**config.mk**
```make
export PLATFORM = sky130hd
export DESIGN_NAME = aes_ctrl
export DESIGN_NICKNAME = d
export VERILOG_FILES = /design/src/rtl/aes_pkg.sv /design/src/rtl/aes_ctrl.sv
export SDC_FILE = /design/constraint.sdc
export NUM_CORES = 1
export LEC_CHECK = 0
export BUFFER_PORTS_ARGS = -buffer_cell sky130_fd_sc_hd__buf_2
export CAP_MARGIN = 20
export CORE_AREA = 4 4 41 43
export CTS_CLUSTER_DIAMETER = 40
export DETAILED_ROUTE_END_ITERATION = 8
export DIE_AREA = 0 0 45 47
export PLACE_DENSITY_LB_ADDON = 0.12
export SLEW_MARGIN = 20
export SYNTH_ARGS = -nofsm -noshare
export SYNTH_HDL_FRONTEND = slang
export SYNTH_SLANG_ARGS = --single-unit
```
**constraint.sdc**
```tcl
create_clock -name i_clk -period 2.6 [get_ports i_clk]
set_clock_uncertainty 0.05 [all_clocks]
set_input_delay 0.52 -clock i_clk [delete_from_list [all_inputs] [get_ports i_clk]]
set_output_delay 0.52 -clock i_clk [all_outputs]
set_load 0.1 [all_outputs]
```
**src/rtl/aes_pkg.sv**
```systemverilog
// AES-128 encryption core: shared types, S-box and GF(2^8) helpers.
// No dependencies; imported by the controller, datapath and top level.
package aes_pkg;

    localparam logic [7:0] GF_POLY = 8'h1b;
    localparam logic [3:0] NUM_ROUNDS = 4'd10;

    // Controller to datapath
    typedef struct packed {
        logic load;    // take plaintext, do initial key add
        logic round;   // run one round
        logic last;    // final round, no MixColumns
    } t_dp_cmd;

    function automatic logic [7:0] sbox(input logic [7:0] a);
        logic [7:0] r;
        unique case (a)
            8'h00: r=8'h63; 8'h01: r=8'h7c; 8'h02: r=8'h77; 8'h03: r=8'h7b;
            8'h04: r=8'hf2; 8'h05: r=8'h6b; 8'h06: r=8'h6f; 8'h07: r=8'hc5;
            8'h08: r=8'h30; 8'h09: r=8'h01; 8'h0a: r=8'h67; 8'h0b: r=8'h2b;
            8'h0c: r=8'hfe; 8'h0d: r=8'hd7; 8'h0e: r=8'hab; 8'h0f: r=8'h76;
            8'h10: r=8'hca; 8'h11: r=8'h82; 8'h12: r=8'hc9; 8'h13: r=8'h7d;
            8'h14: r=8'hfa; 8'h15: r=8'h59; 8'h16: r=8'h47; 8'h17: r=8'hf0;
            8'h18: r=8'had; 8'h19: r=8'hd4; 8'h1a: r=8'ha2; 8'h1b: r=8'haf;
            8'h1c: r=8'h9c; 8'h1d: r=8'ha4; 8'h1e: r=8'h72; 8'h1f: r=8'hc0;
            8'h20: r=8'hb7; 8'h21: r=8'hfd; 8'h22: r=8'h93; 8'h23: r=8'h26;
            8'h24: r=8'h36; 8'h25: r=8'h3f; 8'h26: r=8'hf7; 8'h27: r=8'hcc;
            8'h28: r=8'h34; 8'h29: r=8'ha5; 8'h2a: r=8'he5; 8'h2b: r=8'hf1;
            8'h2c: r=8'h71; 8'h2d: r=8'hd8; 8'h2e: r=8'h31; 8'h2f: r=8'h15;
            8'h30: r=8'h04; 8'h31: r=8'hc7; 8'h32: r=8'h23; 8'h33: r=8'hc3;
            8'h34: r=8'h18; 8'h35: r=8'h96; 8'h36: r=8'h05; 8'h37: r=8'h9a;
            8'h38: r=8'h07; 8'h39: r=8'h12; 8'h3a: r=8'h80; 8'h3b: r=8'he2;
            8'h3c: r=8'heb; 8'h3d: r=8'h27; 8'h3e: r=8'hb2; 8'h3f: r=8'h75;
            8'h40: r=8'h09; 8'h41: r=8'h83; 8'h42: r=8'h2c; 8'h43: r=8'h1a;
            8'h44: r=8'h1b; 8'h45: r=8'h6e; 8'h46: r=8'h5a; 8'h47: r=8'ha0;
            8'h48: r=8'h52; 8'h49: r=8'h3b; 8'h4a: r=8'hd6; 8'h4b: r=8'hb3;
            8'h4c: r=8'h29; 8'h4d: r=8'he3; 8'h4e: r=8'h2f; 8'h4f: r=8'h84;
            8'h50: r=8'h53; 8'h51: r=8'hd1; 8'h52: r=8'h00; 8'h53: r=8'hed;
            8'h54: r=8'h20; 8'h55: r=8'hfc; 8'h56: r=8'hb1; 8'h57: r=8'h5b;
            8'h58: r=8'h6a; 8'h59: r=8'hcb; 8'h5a: r=8'hbe; 8'h5b: r=8'h39;
            8'h5c: r=8'h4a; 8'h5d: r=8'h4c; 8'h5e: r=8'h58; 8'h5f: r=8'hcf;
            8'h60: r=8'hd0; 8'h61: r=8'hef; 8'h62: r=8'haa; 8'h63: r=8'hfb;
            8'h64: r=8'h43; 8'h65: r=8'h4d; 8'h66: r=8'h33; 8'h67: r=8'h85;
            8'h68: r=8'h45; 8'h69: r=8'hf9; 8'h6a: r=8'h02; 8'h6b: r=8'h7f;
            8'h6c: r=8'h50; 8'h6d: r=8'h3c; 8'h6e: r=8'h9f; 8'h6f: r=8'ha8;
            8'h70: r=8'h51; 8'h71: r=8'ha3; 8'h72: r=8'h40; 8'h73: r=8'h8f;
            8'h74: r=8'h92; 8'h75: r=8'h9d; 8'h76: r=8'h38; 8'h77: r=8'hf5;
            8'h78: r=8'hbc; 8'h79: r=8'hb6; 8'h7a: r=8'hda; 8'h7b: r=8'h21;
            8'h7c: r=8'h10; 8'h7d: r=8'hff; 8'h7e: r=8'hf3; 8'h7f: r=8'hd2;
            8'h80: r=8'hcd; 8'h81: r=8'h0c; 8'h82: r=8'h13; 8'h83: r=8'hec;
            8'h84: r=8'h5f; 8'h85: r=8'h97; 8'h86: r=8'h44; 8'h87: r=8'h17;
            8'h88: r=8'hc4; 8'h89: r=8'ha7; 8'h8a: r=8'h7e; 8'h8b: r=8'h3d;
            8'h8c: r=8'h64; 8'h8d: r=8'h5d; 8'h8e: r=8'h19; 8'h8f: r=8'h73;
            8'h90: r=8'h60; 8'h91: r=8'h81; 8'h92: r=8'h4f; 8'h93: r=8'hdc;
            8'h94: r=8'h22; 8'h95: r=8'h2a; 8'h96: r=8'h90; 8'h97: r=8'h88;
            8'h98: r=8'h46; 8'h99: r=8'hee; 8'h9a: r=8'hb8; 8'h9b: r=8'h14;
            8'h9c: r=8'hde; 8'h9d: r=8'h5e; 8'h9e: r=8'h0b; 8'h9f: r=8'hdb;
            8'ha0: r=8'he0; 8'ha1: r=8'h32; 8'ha2: r=8'h3a; 8'ha3: r=8'h0a;
            8'ha4: r=8'h49; 8'ha5: r=8'h06; 8'ha6: r=8'h24; 8'ha7: r=8'h5c;
            8'ha8: r=8'hc2; 8'ha9: r=8'hd3; 8'haa: r=8'hac; 8'hab: r=8'h62;
            8'hac: r=8'h91; 8'had: r=8'h95; 8'hae: r=8'he4; 8'haf: r=8'h79;
            8'hb0: r=8'he7; 8'hb1: r=8'hc8; 8'hb2: r=8'h37; 8'hb3: r=8'h6d;
            8'hb4: r=8'h8d; 8'hb5: r=8'hd5; 8'hb6: r=8'h4e; 8'hb7: r=8'ha9;
            8'hb8: r=8'h6c; 8'hb9: r=8'h56; 8'hba: r=8'hf4; 8'hbb: r=8'hea;
            8'hbc: r=8'h65; 8'hbd: r=8'h7a; 8'hbe: r=8'hae; 8'hbf: r=8'h08;
            8'hc0: r=8'hba; 8'hc1: r=8'h78; 8'hc2: r=8'h25; 8'hc3: r=8'h2e;
            8'hc4: r=8'h1c; 8'hc5: r=8'ha6; 8'hc6: r=8'hb4; 8'hc7: r=8'hc6;
            8'hc8: r=8'he8; 8'hc9: r=8'hdd; 8'hca: r=8'h74; 8'hcb: r=8'h1f;
            8'hcc: r=8'h4b; 8'hcd: r=8'hbd; 8'hce: r=8'h8b; 8'hcf: r=8'h8a;
            8'hd0: r=8'h70; 8'hd1: r=8'h3e; 8'hd2: r=8'hb5; 8'hd3: r=8'h66;
            8'hd4: r=8'h48; 8'hd5: r=8'h03; 8'hd6: r=8'hf6; 8'hd7: r=8'h0e;
            8'hd8: r=8'h61; 8'hd9: r=8'h35; 8'hda: r=8'h57; 8'hdb: r=8'hb9;
            8'hdc: r=8'h86; 8'hdd: r=8'hc1; 8'hde: r=8'h1d; 8'hdf: r=8'h9e;
            8'he0: r=8'he1; 8'he1: r=8'hf8; 8'he2: r=8'h98; 8'he3: r=8'h11;
            8'he4: r=8'h69; 8'he5: r=8'hd9; 8'he6: r=8'h8e; 8'he7: r=8'h94;
            8'he8: r=8'h9b; 8'he9: r=8'h1e; 8'hea: r=8'h87; 8'heb: r=8'he9;
            8'hec: r=8'hce; 8'hed: r=8'h55; 8'hee: r=8'h28; 8'hef: r=8'hdf;
            8'hf0: r=8'h8c; 8'hf1: r=8'ha1; 8'hf2: r=8'h89; 8'hf3: r=8'h0d;
            8'hf4: r=8'hbf; 8'hf5: r=8'he6; 8'hf6: r=8'h42; 8'hf7: r=8'h68;
            8'hf8: r=8'h41; 8'hf9: r=8'h99; 8'hfa: r=8'h2d; 8'hfb: r=8'h0f;
            8'hfc: r=8'hb0; 8'hfd: r=8'h54; 8'hfe: r=8'hbb; 8'hff: r=8'h16;
            default: r = 8'h00;
        endcase
        return r;
    endfunction

    function automatic logic [7:0] xtime(input logic [7:0] a);
        return {a[6:0], 1'b0} ^ (a[7] ? GF_POLY : 8'h00);
    endfunction

endpackage

```
**src/rtl/aes_ctrl.sv**
```systemverilog
// AES-128 controller: handshake and round sequencing.
// Depends on aes_pkg (t_dp_cmd, NUM_ROUNDS).
module aes_ctrl import aes_pkg::*; (
    input  logic    i_clk,
    input  logic    i_rst_n,
    input  logic    i_valid,
    output logic    o_ready,
    output logic    o_valid,
    input  logic    i_ready,
    output t_dp_cmd o_cmd
);
    localparam logic [1:0] ST_IDLE = 2'd0;
    localparam logic [1:0] ST_RUN  = 2'd1;
    localparam logic [1:0] ST_DONE = 2'd2;

    logic [1:0] r_state, n_state;
    logic [3:0] r_rnd, n_rnd;

    assign o_ready = (r_state == ST_IDLE);
    assign o_valid = (r_state == ST_DONE);

    always_comb begin
        n_state = r_state;
        n_rnd   = r_rnd;
        o_cmd   = '0;
        unique case (r_state)
            ST_IDLE: begin
                if (i_valid) begin
                    o_cmd.load = 1'b1;
                    n_rnd      = 4'd1;
                    n_state    = ST_RUN;
                end
            end
            ST_RUN: begin
                o_cmd.round = 1'b1;
                o_cmd.last  = (r_rnd == NUM_ROUNDS);
                n_rnd       = r_rnd + 4'd1;
                if (r_rnd == NUM_ROUNDS) n_state = ST_DONE;
            end
            ST_DONE: begin
                if (i_ready) n_state = ST_IDLE;
            end
            default: n_state = ST_IDLE;
        endcase
    end

    always_ff @(posedge i_clk) begin
        if (!i_rst_n) begin
            r_state <= ST_IDLE;
            r_rnd   <= '0;
        end else begin
            r_state <= n_state;
            r_rnd   <= n_rnd;
        end
    end
endmodule

```
Word-level counts from Yosys, hierarchy flattened
Index checks and enable logic that the tools add are counted.
W data, S select, Z words.
Operators by class
  $add $sub $neg: 1
  equality and inequality tests: 6
  muxes and demuxes: 9
  reduce and logical (&&, ||, !) cells: 4
Operator list (count)
  $mux W2: 4
  $pmux W4 S2: 1
  $pmux W2 S3: 1
  $add A4 B1 Y4 const B: 1
  $eq A4 B4 Y1 const B: 1
  $mux W4: 1
  $ne A2 B2 Y1 const B: 2
  $reduce_and A3 Y1: 1
  $eq A2 B1 Y1 const B: 1
  $eq A2 B2 Y1 const B: 1
  $logic_not A2 Y1: 1
  $mux W1: 2
  $ne A2 B1 Y1 const B: 1
  $reduce_and A2 Y1: 1
  $reduce_bool A2 Y1: 1
Storage, ports and cells
  register bits after elaboration: 6
  bits of input ports: 4
  output and inout port bits: 5
  word-level logic and storage cells: 22

Logic depth before layout (Yosys ltp)
  depth in word-level cells: 3
  mapped depth: 5
  mapped depth without buffers: 5

Worst setup path before layout
No wires, ideal clock.
  path type: input to register
  from: input port i_valid
  to: register r_rnd[3]
  library setup time: 0.121 ns
  arrival: 3.210 ns
  data required time: 2.429 ns
  slack: -0.781 ns
  stages on the path: 3
  path buffers: 0
  cells stage by stage: nor3b_1 -> nor2_1 -> mux2_4
Between the ends
  word-level cells in the longest chain between the ends: 2
Ends and longest elaborated chain
  start, declared: line aes_ctrl.sv:6  | input logic i_valid,
  $ne A2 B2 Y1 (no source line)
  $reduce_and A2 Y1 (no source line)
  end signal, assigned: line aes_ctrl.sv:53  | r_rnd <= n_rnd;
  end, declared: line aes_ctrl.sv:17  | logic [3:0] r_rnd, n_rnd;
No other way between the ends.
A chain may end at the register's enable or synchronous reset.

==> metrics.txt <==
# TYPE chip_impl_metric gauge
chip_impl_metric{name="worstPathArrival",unit="ps"} 1510
chip_impl_metric{name="max_clock_freq",unit="GHz"} 0.4814
chip_impl_info{name="crit_type",value="reg2out"} 1
chip_impl_metric{name="num-nets-final",unit=""} 55
chip_impl_metric{name="timing_max_transition_violations_final",unit=""} 0
chip_impl_info{name="synth.largest_area_cell",value="sky130_fd_sc_hd__dfxtp_1"} 1
chip_impl_metric{name="die_height",unit="um"} 47
chip_impl_metric{name="post_cts_resized",unit=""} 0
chip_impl_metric{name="post_synthesis_compound_gate_area_fraction",unit=""} 0.1680
chip_impl_metric{name="drt_iter0_drc",unit=""} 5
chip_impl_info{name="timing.critical_path.to_type",value="output port"} 1
chip_impl_metric{name="final_hold_vios",unit=""} 0
chip_impl_metric{name="io_buffers",unit=""} 8
chip_impl_info{name="most-common-layout-cells",value="sky130_fd_sc_hd__buf_2, sky130_fd_sc_hd__dfxtp_1, sky130_fd_sc_hd__nor2_1, sky130_fd_sc_hd__nand2_1, sky130_fd_sc_hd__clkbuf_4"} 1
chip_impl_info{name="grt_setup_unrepaired",value="false"} 1
chip_impl_metric{name="number_of_cells_after_detailed_placement",unit=""} 59
chip_impl_metric{name="post-cts-setup-buffer-count",unit=""} 0
chip_impl_metric{name="clkTransAtPathRegs",unit="ps"} 40
chip_impl_metric{name="synth.avg_cell_area",unit="um2"} 8.897
chip_impl_info{name="gr-max-usage-layer",value="met2"} 1
chip_impl_metric{name="p_clk_frac",unit=""} 0.366
chip_impl_metric{name="die-area",unit="um2"} 2115
chip_impl_metric{name="syn-cell-area",unit="um2"} 320.3
chip_impl_info{name="crit_start",value="r_rnd[0]$_SDFFE_PN0P_"} 1
chip_impl_metric{name="routed_wire_length_per_instance",unit="um"} 10.74
chip_impl_info{name="crit_path_top_delay_cell",value="sky130_fd_sc_hd__buf_2"} 1
chip_impl_metric{name="detail-route-antenna-nets",unit=""} 0
chip_impl_metric{name="cap_viol_max_count",unit=""} 0
chip_impl_metric{name="fin_cells",unit=""} 62
chip_impl_metric{name="placement.setup.worst_slack",unit="ps"} 773.5
chip_impl_metric{name="power_switching_share",unit=""} 0.3150
chip_impl_info{name="outcome",value="finished, final reports clean"} 1
chip_impl_metric{name="crit_path_max_incr_delay",unit="ps"} 450
chip_impl_metric{name="pwr-share-seq",unit=""} 0.437
chip_impl_metric{name="avgViaCountPerCell",unit=""} 4.548
chip_impl_metric{name="layout-area-overhead-vs-synth",unit="%"} 28.52
chip_impl_metric{name="arithmetic_cell_share_of_the_synthesized_area_counting_full_adders_half_adders_and_majority_gates",unit=""} 0.07813
chip_impl_metric{name="clkLatencyLatePin",unit="ps"} 240
chip_impl_metric{name="drive_above_1_share",unit=""} 0.3830
chip_impl_metric{name="final_setup_slack_of_the_worst_path",unit="ps"} 522.7
chip_impl_metric{name="initial_core_util",unit=""} 0.2462
chip_impl_metric{name="post_cts_hold_buffer_count",unit=""} 0
chip_impl_metric{name="worst-slew-pin-transition",unit="ps"} 489.2
chip_impl_metric{name="cts.htree.levels",unit=""} 1
chip_impl_metric{name="worst_slew_margin_rel",unit=""} 0.6761
chip_impl_metric{name="synth.lib_cells_used.distinct",unit=""} 21
chip_impl_info{name="cts_tree",value="yes"} 1
chip_impl_metric{name="synth_warnings",unit=""} 0
chip_impl_metric{name="total_clock_buffers_created_by_cts",unit=""} 3
chip_impl_metric{name="wirelength",unit="um"} 666
chip_impl_metric{name="detailroute.via_count",unit=""} 282
chip_impl_metric{name="syn-num-nets",unit=""} 42
chip_impl_metric{name="ios",unit=""} 9
chip_impl_metric{name="dr.pass1.iters",unit=""} 2
chip_impl_metric{name="gr-usage-met1",unit=""} 0.1030
chip_impl_info{name="worstPathCellList",value="inv_1 > ha_1 > nand2_1 > nor3_2 > buf_2"} 1
chip_impl_info{name="netlist_top_cells_area",value="sky130_fd_sc_hd__dfxtp_1, sky130_fd_sc_hd__ha_1, sky130_fd_sc_hd__mux2_4"} 1
chip_impl_metric{name="postPlaceCellArea",unit="um2"} 389.1
chip_impl_metric{name="critPathRequiredTime",unit="ps"} 2030
chip_impl_metric{name="yosysSeqAreaShare",unit=""} 0.3750
chip_impl_metric{name="peakVddDrop",unit="mV"} 0.2473
chip_impl_metric{name="p_int",unit="mW"} 0.1582
chip_impl_info{name="min-delay-start",value="r_rnd[0]$_SDFFE_PN0P_"} 1
chip_impl_metric{name="fin_tns_setup",unit="ps"} 0
chip_impl_metric{name="yosys.area_share.simple",unit=""} 0.2969
chip_impl_metric{name="grt_first_pass_wirelength",unit="mm"} 1.269
chip_impl_metric{name="drt_drc_violations_left",unit=""} 0
chip_impl_metric{name="postSynthRegisterBits",unit=""} 6
chip_impl_metric{name="antenna_violations_before_repair",unit=""} 0
chip_impl_metric{name="power_density",unit="nW/um2"} 561.1
chip_impl_metric{name="setup_violations",unit=""} 0
chip_impl_metric{name="met2_track_demand_over_resource",unit=""} 0.1215
chip_impl_info{name="layout_commonest_cell",value="sky130_fd_sc_hd__buf_2"} 1
chip_impl_info{name="timing.critical_path.from_type",value="flip-flop"} 1
chip_impl_metric{name="fin_area",unit="um2"} 411.6
chip_impl_info{name="regToRegStartpoint",value="r_state[0]$_SDFFE_PN0P_"} 1
chip_impl_metric{name="globalRouteTotalUtil",unit=""} 0.09105
chip_impl_metric{name="place.gp.congestion",unit=""} 0.6859
chip_impl_metric{name="leakage",unit="nW"} 0.1949
chip_impl_metric{name="synth.top_cell.area_share",unit=""} 0.3750
chip_impl_metric{name="period_needed",unit="ps"} 2077
chip_impl_metric{name="grt-ovfl-total",unit=""} 0
chip_impl_metric{name="cts.path.max_buffers",unit=""} 2
chip_impl_metric{name="p_switching",unit="mW"} 0.07277
chip_impl_metric{name="critical_path_peak_fanout",unit=""} 3
chip_impl_metric{name="numClockSinks",unit=""} 6
chip_impl_metric{name="layout_worst_path_cycle_share",unit=""} 0.7990
chip_impl_metric{name="grt_max_degree",unit=""} 8
chip_impl_metric{name="floorplan.rows",unit=""} 13
chip_impl_metric{name="antennaDiodeCount",unit=""} 0
chip_impl_info{name="clock-root-buffer",value="sky130_fd_sc_hd__clkbuf_4"} 1
chip_impl_metric{name="die_width",unit="um"} 45
chip_impl_metric{name="groute.layer.met3.usage",unit=""} 0.06897
chip_impl_info{name="hold_path.class",value="reg2reg"} 1
chip_impl_metric{name="power.combinational.fraction",unit=""} 0.197
chip_impl_metric{name="place.detailed.hpwl",unit="um"} 535
chip_impl_metric{name="yosys.area_share.xor_xnor",unit=""} 0
chip_impl_info{name="synth_top_family_by_area",value="simple AND/OR/NAND/NOR gates"} 1
chip_impl_metric{name="core-area",unit="um2"} 1301
chip_impl_metric{name="fillers",unit=""} 154
chip_impl_metric{name="grt_pass1_vias",unit=""} 291
chip_impl_metric{name="share_of_synthesized_area_spent_on_multiplexers",unit=""} 0.04688
chip_impl_metric{name="postSynthCellCount",unit=""} 36
[cell families after synthesis]
family,Yosys count
simple gates,16
compound gates,8
flops,6
buf+inv,3
fa+ha+maj,2
mux,1
[power by group through the flow]
stage | registers, mW | clock network [mW] | logic [mW]
3_3_place_gp | 0.103 | 0 | 0.0454
5_1_grt | 0.102 | 0.102 | 0.0495
3_5_place_dp | 0.103 | 0 | 0.0459
2_1_floorplan | 0.101 | 0 | 0.0372
6_report | 0.101 | 0.0845 | 0.0455
4_1_cts | 0.101 | 0.0872 | 0.0461
[synth_stat cells (all sizes together)]
master   count
a211oi       1
a21boi       1
a21oi        1
and2         1
and2b        1
dfxtp        6
ha           2
inv          3
mux2         1
nand2        3
nand2b       1
nand4        1
nor2         4
nor2b        2
nor3         1
nor3b        2
o21a         1
o21ai        2
o21bai       1
o2bb2ai      1
[registers in the layout (all words and copies together), names as in the netlist]
name     cells
r_rnd        4
r_state      2
[cell type report]
| class | instances | area (um2) | area share |
|---|---|---|---|
| clock buffers | 3 | 22.52 | 0.05471 |
| multi-input cells | 27 | 198.9 | 0.4833 |
| flip-flops and latches | 6 | 120.1 | 0.2918 |
| inverters | 3 | 11.26 | 0.02736 |
| repair buffers | 8 | 40.04 | 0.09726 |
| well taps | 15 | 18.77 | 0.04559 |
[stage by stage]
stage | total power [mW] | hold slack [ps] | utilization
after floorplan | 0.1386 | 441.8 | -
after global placement | 0.1480 | 465.8 | 0.2990
after detailed placement | 0.1485 | 476.6 | 0.2990
after CTS | 0.2342 | 482.6 | 0.3163
after global routing | 0.2533 | 495.6 | 0.3163
final | 0.2310 | 477.2 | 0.3163
[final timing paths]
check,to,slack [ps],cells past startpoint
setup reg to reg,r_rnd[3]$_SDFFE_PN0P_,1340,4
hold reg to reg,r_rnd[0]$_SDFFE_PN0P_,480,2
setup / recovery,o_cmd[0],520,5
hold / removal,r_rnd[0]$_SDFFE_PN0P_,480,2
[per-layer routing]
metal  vias up  share of wire
li1        147              -
met1       125           0.46
met2        10           0.44
met4         0              0
met3         0          0.093
met5         -              0
[critical path: cells and delay by family, from the launching register on]
family	cells	cell delay, ps
adder cells (fa/ha/maj)	1	140
buffers and inverters	2	540
AND/OR/NAND/NOR	2	250
flip-flops	1	320
Power figures use the tool's default switching activity.
